**src/hdl/sspq_pkg.sv**
```systemverilog
// Shared constants and types for the stable sorted priority queue.
`timescale 1ns / 1ps

package sspq_pkg;

    localparam int DEPTH        = 16;
    localparam int KEY_BITS     = 16;
    localparam int PAYLOAD_BITS = 32;
    localparam int CNT_BITS     = $clog2(DEPTH + 1);

    localparam logic OP_INSERT = 1'b0;
    localparam logic OP_REMOVE = 1'b1;

    localparam logic [1:0] ST_DONE  = 2'd0;
    localparam logic [1:0] ST_FULL  = 2'd1;
    localparam logic [1:0] ST_EMPTY = 2'd2;

    typedef struct packed {
        logic ins;
        logic rem;
    } t_cell_ctl;

endpackage

```
**src/hdl/sspq_cell.sv**
```systemverilog
// One slot of the sorted chain: holds an entry, compares, shifts toward either neighbour.
`timescale 1ns / 1ps

module sspq_cell (
    input  logic                                i_clk,
    input  sspq_pkg::t_cell_ctl                 i_ctl,
    input  logic                                i_occ,
    input  logic [sspq_pkg::KEY_BITS-1:0]       i_new_key,
    input  logic [sspq_pkg::PAYLOAD_BITS-1:0]   i_new_payload,
    input  logic                                i_prev_gt,
    input  logic [sspq_pkg::KEY_BITS-1:0]       i_prev_key,
    input  logic [sspq_pkg::PAYLOAD_BITS-1:0]   i_prev_payload,
    input  logic [sspq_pkg::KEY_BITS-1:0]       i_next_key,
    input  logic [sspq_pkg::PAYLOAD_BITS-1:0]   i_next_payload,
    output logic                                o_gt,
    output logic [sspq_pkg::KEY_BITS-1:0]       o_key,
    output logic [sspq_pkg::PAYLOAD_BITS-1:0]   o_payload
);

    logic [sspq_pkg::KEY_BITS-1:0]     r_key;
    logic [sspq_pkg::PAYLOAD_BITS-1:0] r_payload;
    logic [sspq_pkg::KEY_BITS-1:0]     n_key;
    logic [sspq_pkg::PAYLOAD_BITS-1:0] n_payload;

    assign o_gt      = i_occ && (r_key > i_new_key);
    assign o_key     = r_key;
    assign o_payload = r_payload;

    always_comb begin
        n_key     = r_key;
        n_payload = r_payload;
        if (i_ctl.ins) begin
            if (i_prev_gt) begin
                n_key     = i_prev_key;
                n_payload = i_prev_payload;
            end else if (o_gt || !i_occ) begin
                n_key     = i_new_key;
                n_payload = i_new_payload;
            end
        end else if (i_ctl.rem) begin
            n_key     = i_next_key;
            n_payload = i_next_payload;
        end
    end

    always_ff @(posedge i_clk) begin
        r_key     <= n_key;
        r_payload <= n_payload;
    end

endmodule

```
**src/hdl/stable_sorted_priority_queue.sv**
```systemverilog
// Top level of the stable sorted priority queue: cell chain, count and result register.
//
// Input channel: i_valid, o_stall, i_opcode, i_entry_key, i_entry_payload.
// A transfer happens on a rising edge with i_valid high and o_stall low.
// Insert places the entry behind every held entry of equal or smaller key;
// remove returns the entry with the smallest key (oldest among equals).
// Output channel: o_valid, i_stall and the result fields; one result per item.
// The result is registered and appears in the cycle after the input transfer.
// Throughput: one item per cycle while o_stall is low; every cell compares against
// the new key and shifts toward its neighbour in the same cycle, so the chain
// completes an insert or remove as one update of all cells.
// An insert into a full queue returns status full, a remove from an empty
// queue returns status empty; neither changes the contents.
// While the receiver stalls a held result, o_stall is raised and the result
// holds; a free result register lets a new item in even under stall.
// Reset (synchronous, active low) empties the queue and drops any pending result.
`timescale 1ns / 1ps

module stable_sorted_priority_queue (
    input  logic                                i_clk,
    input  logic                                i_rst_n,
    input  logic                                i_valid,
    output logic                                o_stall,
    input  logic                                i_opcode,
    input  logic [sspq_pkg::KEY_BITS-1:0]       i_entry_key,
    input  logic [sspq_pkg::PAYLOAD_BITS-1:0]   i_entry_payload,
    output logic                                o_valid,
    input  logic                                i_stall,
    output logic [1:0]                          o_status,
    output logic [sspq_pkg::KEY_BITS-1:0]       o_out_key,
    output logic [sspq_pkg::PAYLOAD_BITS-1:0]   o_out_payload,
    output logic [sspq_pkg::CNT_BITS-1:0]       o_entry_count,
    output logic                                o_is_empty,
    output logic                                o_is_full
);

    localparam int D = sspq_pkg::DEPTH;

    logic [sspq_pkg::CNT_BITS-1:0]     r_count;
    logic [sspq_pkg::CNT_BITS-1:0]     n_count;
    logic                              r_valid;
    logic [1:0]                        r_status;
    logic [1:0]                        n_status;
    logic [sspq_pkg::KEY_BITS-1:0]     r_key;
    logic [sspq_pkg::KEY_BITS-1:0]     n_key;
    logic [sspq_pkg::PAYLOAD_BITS-1:0] r_payload;
    logic [sspq_pkg::PAYLOAD_BITS-1:0] n_payload;
    logic [sspq_pkg::CNT_BITS-1:0]     r_out_count;

    logic                              accept;
    logic                              full;
    logic                              empty;
    sspq_pkg::t_cell_ctl               ctl;

    logic [D-1:0]                      occ;
    logic [D-1:0]                      gt;
    logic [sspq_pkg::KEY_BITS-1:0]     cell_key [D];
    logic [sspq_pkg::PAYLOAD_BITS-1:0] cell_payload [D];

    assign o_stall = r_valid && i_stall;
    assign accept  = i_valid && !o_stall;
    assign full    = (r_count == sspq_pkg::CNT_BITS'(D));
    assign empty   = (r_count == '0);
    assign ctl.ins = accept && (i_opcode == sspq_pkg::OP_INSERT) && !full;
    assign ctl.rem = accept && (i_opcode == sspq_pkg::OP_REMOVE) && !empty;

    for (genvar g = 0; g < D; g++) begin : g_cell
        assign occ[g] = (r_count > sspq_pkg::CNT_BITS'(g));
        if (g == 0) begin : g_first
            sspq_cell u_cell (
                .i_clk          (i_clk),
                .i_ctl          (ctl),
                .i_occ          (occ[g]),
                .i_new_key      (i_entry_key),
                .i_new_payload  (i_entry_payload),
                .i_prev_gt      (1'b0),
                .i_prev_key     (i_entry_key),
                .i_prev_payload (i_entry_payload),
                .i_next_key     (cell_key[g+1]),
                .i_next_payload (cell_payload[g+1]),
                .o_gt           (gt[g]),
                .o_key          (cell_key[g]),
                .o_payload      (cell_payload[g])
            );
        end else if (g == D - 1) begin : g_last
            sspq_cell u_cell (
                .i_clk          (i_clk),
                .i_ctl          (ctl),
                .i_occ          (occ[g]),
                .i_new_key      (i_entry_key),
                .i_new_payload  (i_entry_payload),
                .i_prev_gt      (gt[g-1]),
                .i_prev_key     (cell_key[g-1]),
                .i_prev_payload (cell_payload[g-1]),
                .i_next_key     (cell_key[g]),
                .i_next_payload (cell_payload[g]),
                .o_gt           (gt[g]),
                .o_key          (cell_key[g]),
                .o_payload      (cell_payload[g])
            );
        end else begin : g_mid
            sspq_cell u_cell (
                .i_clk          (i_clk),
                .i_ctl          (ctl),
                .i_occ          (occ[g]),
                .i_new_key      (i_entry_key),
                .i_new_payload  (i_entry_payload),
                .i_prev_gt      (gt[g-1]),
                .i_prev_key     (cell_key[g-1]),
                .i_prev_payload (cell_payload[g-1]),
                .i_next_key     (cell_key[g+1]),
                .i_next_payload (cell_payload[g+1]),
                .o_gt           (gt[g]),
                .o_key          (cell_key[g]),
                .o_payload      (cell_payload[g])
            );
        end
    end

    always_comb begin
        n_count   = r_count;
        n_status  = sspq_pkg::ST_DONE;
        n_key     = '0;
        n_payload = '0;
        if (ctl.ins) begin
            n_count = r_count + 1'b1;
        end else if (ctl.rem) begin
            n_count   = r_count - 1'b1;
            n_key     = cell_key[0];
            n_payload = cell_payload[0];
        end else if (i_opcode == sspq_pkg::OP_INSERT) begin
            n_status = sspq_pkg::ST_FULL;
        end else begin
            n_status = sspq_pkg::ST_EMPTY;
        end
    end

    always_ff @(posedge i_clk) begin
        if (!i_rst_n) begin
            r_count <= '0;
            r_valid <= 1'b0;
        end else begin
            if (accept) begin
                r_count <= n_count;
                r_valid <= 1'b1;
            end else if (!i_stall) begin
                r_valid <= 1'b0;
            end
        end
    end

    always_ff @(posedge i_clk) begin
        if (accept) begin
            r_status    <= n_status;
            r_key       <= n_key;
            r_payload   <= n_payload;
            r_out_count <= n_count;
        end
    end

    assign o_valid       = r_valid;
    assign o_status      = r_status;
    assign o_out_key     = r_key;
    assign o_out_payload = r_payload;
    assign o_entry_count = r_out_count;
    assign o_is_empty    = (r_out_count == '0);
    assign o_is_full     = (r_out_count == sspq_pkg::CNT_BITS'(D));

endmodule

```
**config.mk**
```make
export PLATFORM = sky130hd
export DESIGN_NAME = stable_sorted_priority_queue
export DESIGN_NICKNAME = d
export VERILOG_FILES = /design/src/hdl/sspq_pkg.sv /design/src/hdl/sspq_cell.sv /design/src/hdl/stable_sorted_priority_queue.sv
export SDC_FILE = /design/constraint.sdc
export NUM_CORES = 2
export LEC_CHECK = 0
export ABC_AREA = 1
export BUFFER_PORTS_ARGS = -buffer_cell sky130_fd_sc_hd__buf_2
export CAP_MARGIN = 15
export CORE_ASPECT_RATIO = 0.75
export CORE_MARGIN = 3
export CORE_UTILIZATION = 60
export DETAILED_ROUTE_END_ITERATION = 10
export PLACE_DENSITY_LB_ADDON = 0.12
export SYNTH_ARGS = -nofsm -noshare
export SYNTH_HDL_FRONTEND = slang
export SYNTH_SLANG_ARGS = --single-unit
```
**constraint.sdc**
```tcl
create_clock -name i_clk -period 6.35 [get_ports i_clk]
set_input_delay 0.3175 -clock i_clk [delete_from_list [all_inputs] [get_ports i_clk]]
set_output_delay 0.3175 -clock i_clk [all_outputs]
set_load 0.005 [all_outputs]
```
==> results by group <==
Clocking
  – Post-CTS Setup Bufs: 0
  – Clk root buf: clkbuf_16
  – CTS clk-pin slew, worst paths: 0.06 ns
  – H-tree levels: 3
  – Clock buffer count from CTS: 86
  – Clk Latency, worst-skew pair: 0.66 ns
  – TritonCTS clock tree: done
  – Clock Tree Buf Depth: 3
  – CTS sink count: 829

Pwr
  – Maximum VDD drop: 0.000304 V
  – PD cells: 295 mW/mm²
  – Pleak: 26.9 nW

Logic synthesis
  – Syn avg cell area: 7.84 µm²
  – Syn Nets: 7,023
  – Async SR Flop Fraction: 0
  – Post-synth EDFFs: 823
  – Post-Syn Area: 0.0526 mm²
  – Register bit total from synthesis: 829
  – Seq/Total Area, Yosys: 0.472
  – YS warnings: 0
  – Most common cell in the netlist: nand2_1
  – Dominant cell type by area after synthesis: edfxtp_1
  – Yosys top cell area share: 0.470
  – Cells after Synth: 6,709
  – Synth cell count leaders: nand2_1, edfxtp_1, inv_1
  – Synth Flop Type: edfxtp_1
  – Distinct cells, synth: 35
  – Synth top area cells: edfxtp_1, nand2_1, nand4_1

Placed design
  – DP HPWL: 95,900 µm
  – RePlAce Congestion: 0.862
  – I/O Buffers: 111
  – Placed Cells: 7,559
  – Post-DP Area: 0.0536 mm²

Status
  – Status: finished, final reports clean

Finish
  – Filler cell count: 7,474
  – Area Growth Syn to Fin: 7.09%
  – Layout Nets: 6,825
  – Util after Layout: 0.652
  – Multi-input gate area: 0.0228 mm²
  – Non-filler cells, final: 7,722
  – Sequential Area: 0.0248 mm²
  – Layout cells sized above 1: 0.0609
  – Post-route cell area: 0.0563 mm²

Route
  – DRC violations left: 0
  – DR pass1 iterations: 7
  – Wire per inst: 18.2 µm
  – Vias per inst: 6.01
  – DR iter-0 viols: 4,751
  – DRT Wirelength: 141,000 µm
  – Final ANT Viol Nets: 0
  – Vias: 46,410

Timing
  – Setup violators final: 0
  – Worst Clk Skew: 0.0160 ns
  – Tmin final: 4.31 ns
  – Final Cycle Share: 0.678
  – Slew Viols, Final: 0
  – FMAX: 232 MHz
  – Total negative slack: 0 ns
  – RSZ-0062 raised after global routing: no
  – Normalized max-slew margin: 0.206
  – Worst-Margin Slew: 1.19 ns
  – Hold Fails Final Rpt: 0

GRT
  – Initial antenna violation count: 2
  – Vias in the first global route: 45,719
  – Largest net degree at the start of global routing: 252
  – Remaining global-route overflow: 0
  – GRT Overall Usage: 0.304
  – First-pass GRT wire length: 233,000 µm

Hold path
  – HP Class: in2reg
  – Hold Crit Endpoint: o_status[0]
  – Hold path start: i_valid
  – Worst Hold Depth: 3

Floorplan
  – Initial core utilization: 0.609
  – Die height: 262 µm
  – Placement Rows: 93
  – Die X: 348 µm
  – Core Box Area: 0.0863 mm²
  – Die Area: 0.0912 mm²
  – I/O pin count: 112

Setup path
  – CP Launch Type: register
  – Setup crit end kind: register
  – Crit-path cells: inv_2 > ha_1 > inv_1 > nor3_2 > nand2_1 > nand2_4 > nand2_1 > inv_1 > buf_4 > a31oi_4 > buf_4
  – Arrival time at the worst endpoint: 4.59 ns
  – Max FO, Critical Path: 52
  – CP delay by family, top: buffers and inverters
  – CP Class: reg2reg
  – R2r endpoint: g_cell[13].g_mid.u_cell.o_payload[18]
  – FF-to-FF path depth: 11
  – Slowest stage cell on the critical path: buf_4
  – Worst r2r src: r_count[1]
  – Worst path bufs/invs: 5
  – Worst EP required: 6.63 ns
  – R2r setup slk: 2.04 ns
  – Worst path max stage delay: 0.59 ns

Run
  – Total of max-cap violations: 0
## worst min-delay path, delay by kind of cell
kind	cells	cell delay [ns]
and+or+nand+nor	1	0.10
buffers and inverters	2	0.17
## worst max path at each step
stage                                from  depth (start not counted)  slack [ns]                                     to
after global routing           r_count[0]                         10        1.81  g_cell[14].g_mid.u_cell.o_payload[16]
after global placement    i_entry_key[13]                         13        1.99  g_cell[14].g_mid.u_cell.o_payload[13]
after CTS                      r_count[0]                         10        2.03  g_cell[14].g_mid.u_cell.o_payload[24]
after detailed placement  i_entry_key[13]                         13        1.94  g_cell[14].g_mid.u_cell.o_payload[13]
after floorplan           i_entry_key[11]                         12        0.80       g_cell[11].g_mid.u_cell.o_key[0]
final                          r_count[1]                         11        2.04  g_cell[13].g_mid.u_cell.o_payload[18]
## what timing repair did
action | in CTS | in global routing
hold buffers | 4 | 0
endpoints found under the setup margin | 0 | 0
resized for setup | 0 | 0
endpoints found under the hold margin | 7 | 0
## cells in the final DEF, fill, tap and decap left out, types with 2 or more instances in the layout
master         synthesis  layout
o21ai_0              116     116
nor3_1                 9       9
inv_1                819     814
nor2_4                 1       4
clkinv_1              15      44
dfxtp_1                6       6
clkbuf_1             304      15
a21oi_4                0       2
o21ai_4                0       3
o21bai_1               2       2
clkinv_8               0       3
inv_2                  8      11
a21oi_1              109     107
a21o_1                14      14
nand2_1             2436    2428
nand2_2                2       9
nand3_1              719     697
buf_12                 0       5
bufinv_16              0       3
o21ai_1                3       3
ha_1                 261     261
dlygate4sd3_1          0       4
edfxtp_1             823     823
a31oi_4                3      12
nand3_2                2      24
nor2_1               145     144
nand4_1              685     685
clkbuf_16              0      88
buf_4                 12     100
buf_2                157     111
clkinv_2               0      17
xor2_1                 3       3
inv_16                 0       2
## logic make-up (layout without fill, tap and decap cells)
family,Yosys count,after routing,synth area share
and+or+nand+nor,4004,4004,0.337
buffers and inverters,1348,1220,0.101
DFF,829,829,0.472
AOI/OAI and AO/OA,264,264,0.0276
adders and majority gates,261,261,0.0621
xor gates and xnor gates,3,3,0.000500
other,0,1,0
## stage by stage
stage / power, mW / hold slack [ns] / setup WS (ns)
CTS: 16.6 / 0.0211 / 2.03
floorplan: 10.5 / 0.495 / 0.803
detailed placement: 11.7 / 0.504 / 1.94
finish: 16.6 / 0.0586 / 2.04
global route: 17.5 / 0.0545 / 1.81
global placement: 11.5 / 0.498 / 1.99
## sequential cells by signal, summed over array words and instances, names as in the netlist, 5 cells and up
register,count
g_cell.g_last.u_cell.o_payload,32
g_cell.g_last.u_cell.o_key,16
r_count,5
g_cell.g_mid.u_cell.o_key,224
o_entry_count,5
g_cell.g_mid.u_cell.o_payload,448
o_out_key,16
g_cell.g_first.u_cell.o_key,16
o_out_payload,32
g_cell.g_first.u_cell.o_payload,32
## cell type report
cell class / instances / share of cell area
Multi-Input combinational cell: 4532 / 0.405
Inverter: 842 / 0.0563
Timing Repair Buffer: 220 / 0.0257
Tap cell: 1140 / 0.0253
Clock inverter: 55 / 0.00684
Antenna cell: 1 / 0.0000444
Clock buffer: 103 / 0.0401
Sequential cell: 829 / 0.441
## where the power goes
| part | internal [mW] | switching, mW |
|---|---|---|
| sequential | 7.13 | 0.464 |
| combinational | 1.16 | 2.92 |
| clock | 2.67 | 2.26 |
## routing by layer
| layer | vias up | GRT usage | part of all wire |
|---|---|---|---|
| met4 | 0 | 0.0858 | 0.022 |
| li1 | 22055 | - | - |
| met2 | 1906 | 0.487 | 0.46 |
| met3 | 219 | 0.0345 | 0.073 |
| met1 | 22230 | 0.441 | 0.44 |
| met5 | - | 0 | 0 |
(Power assumes the default switching activity.)
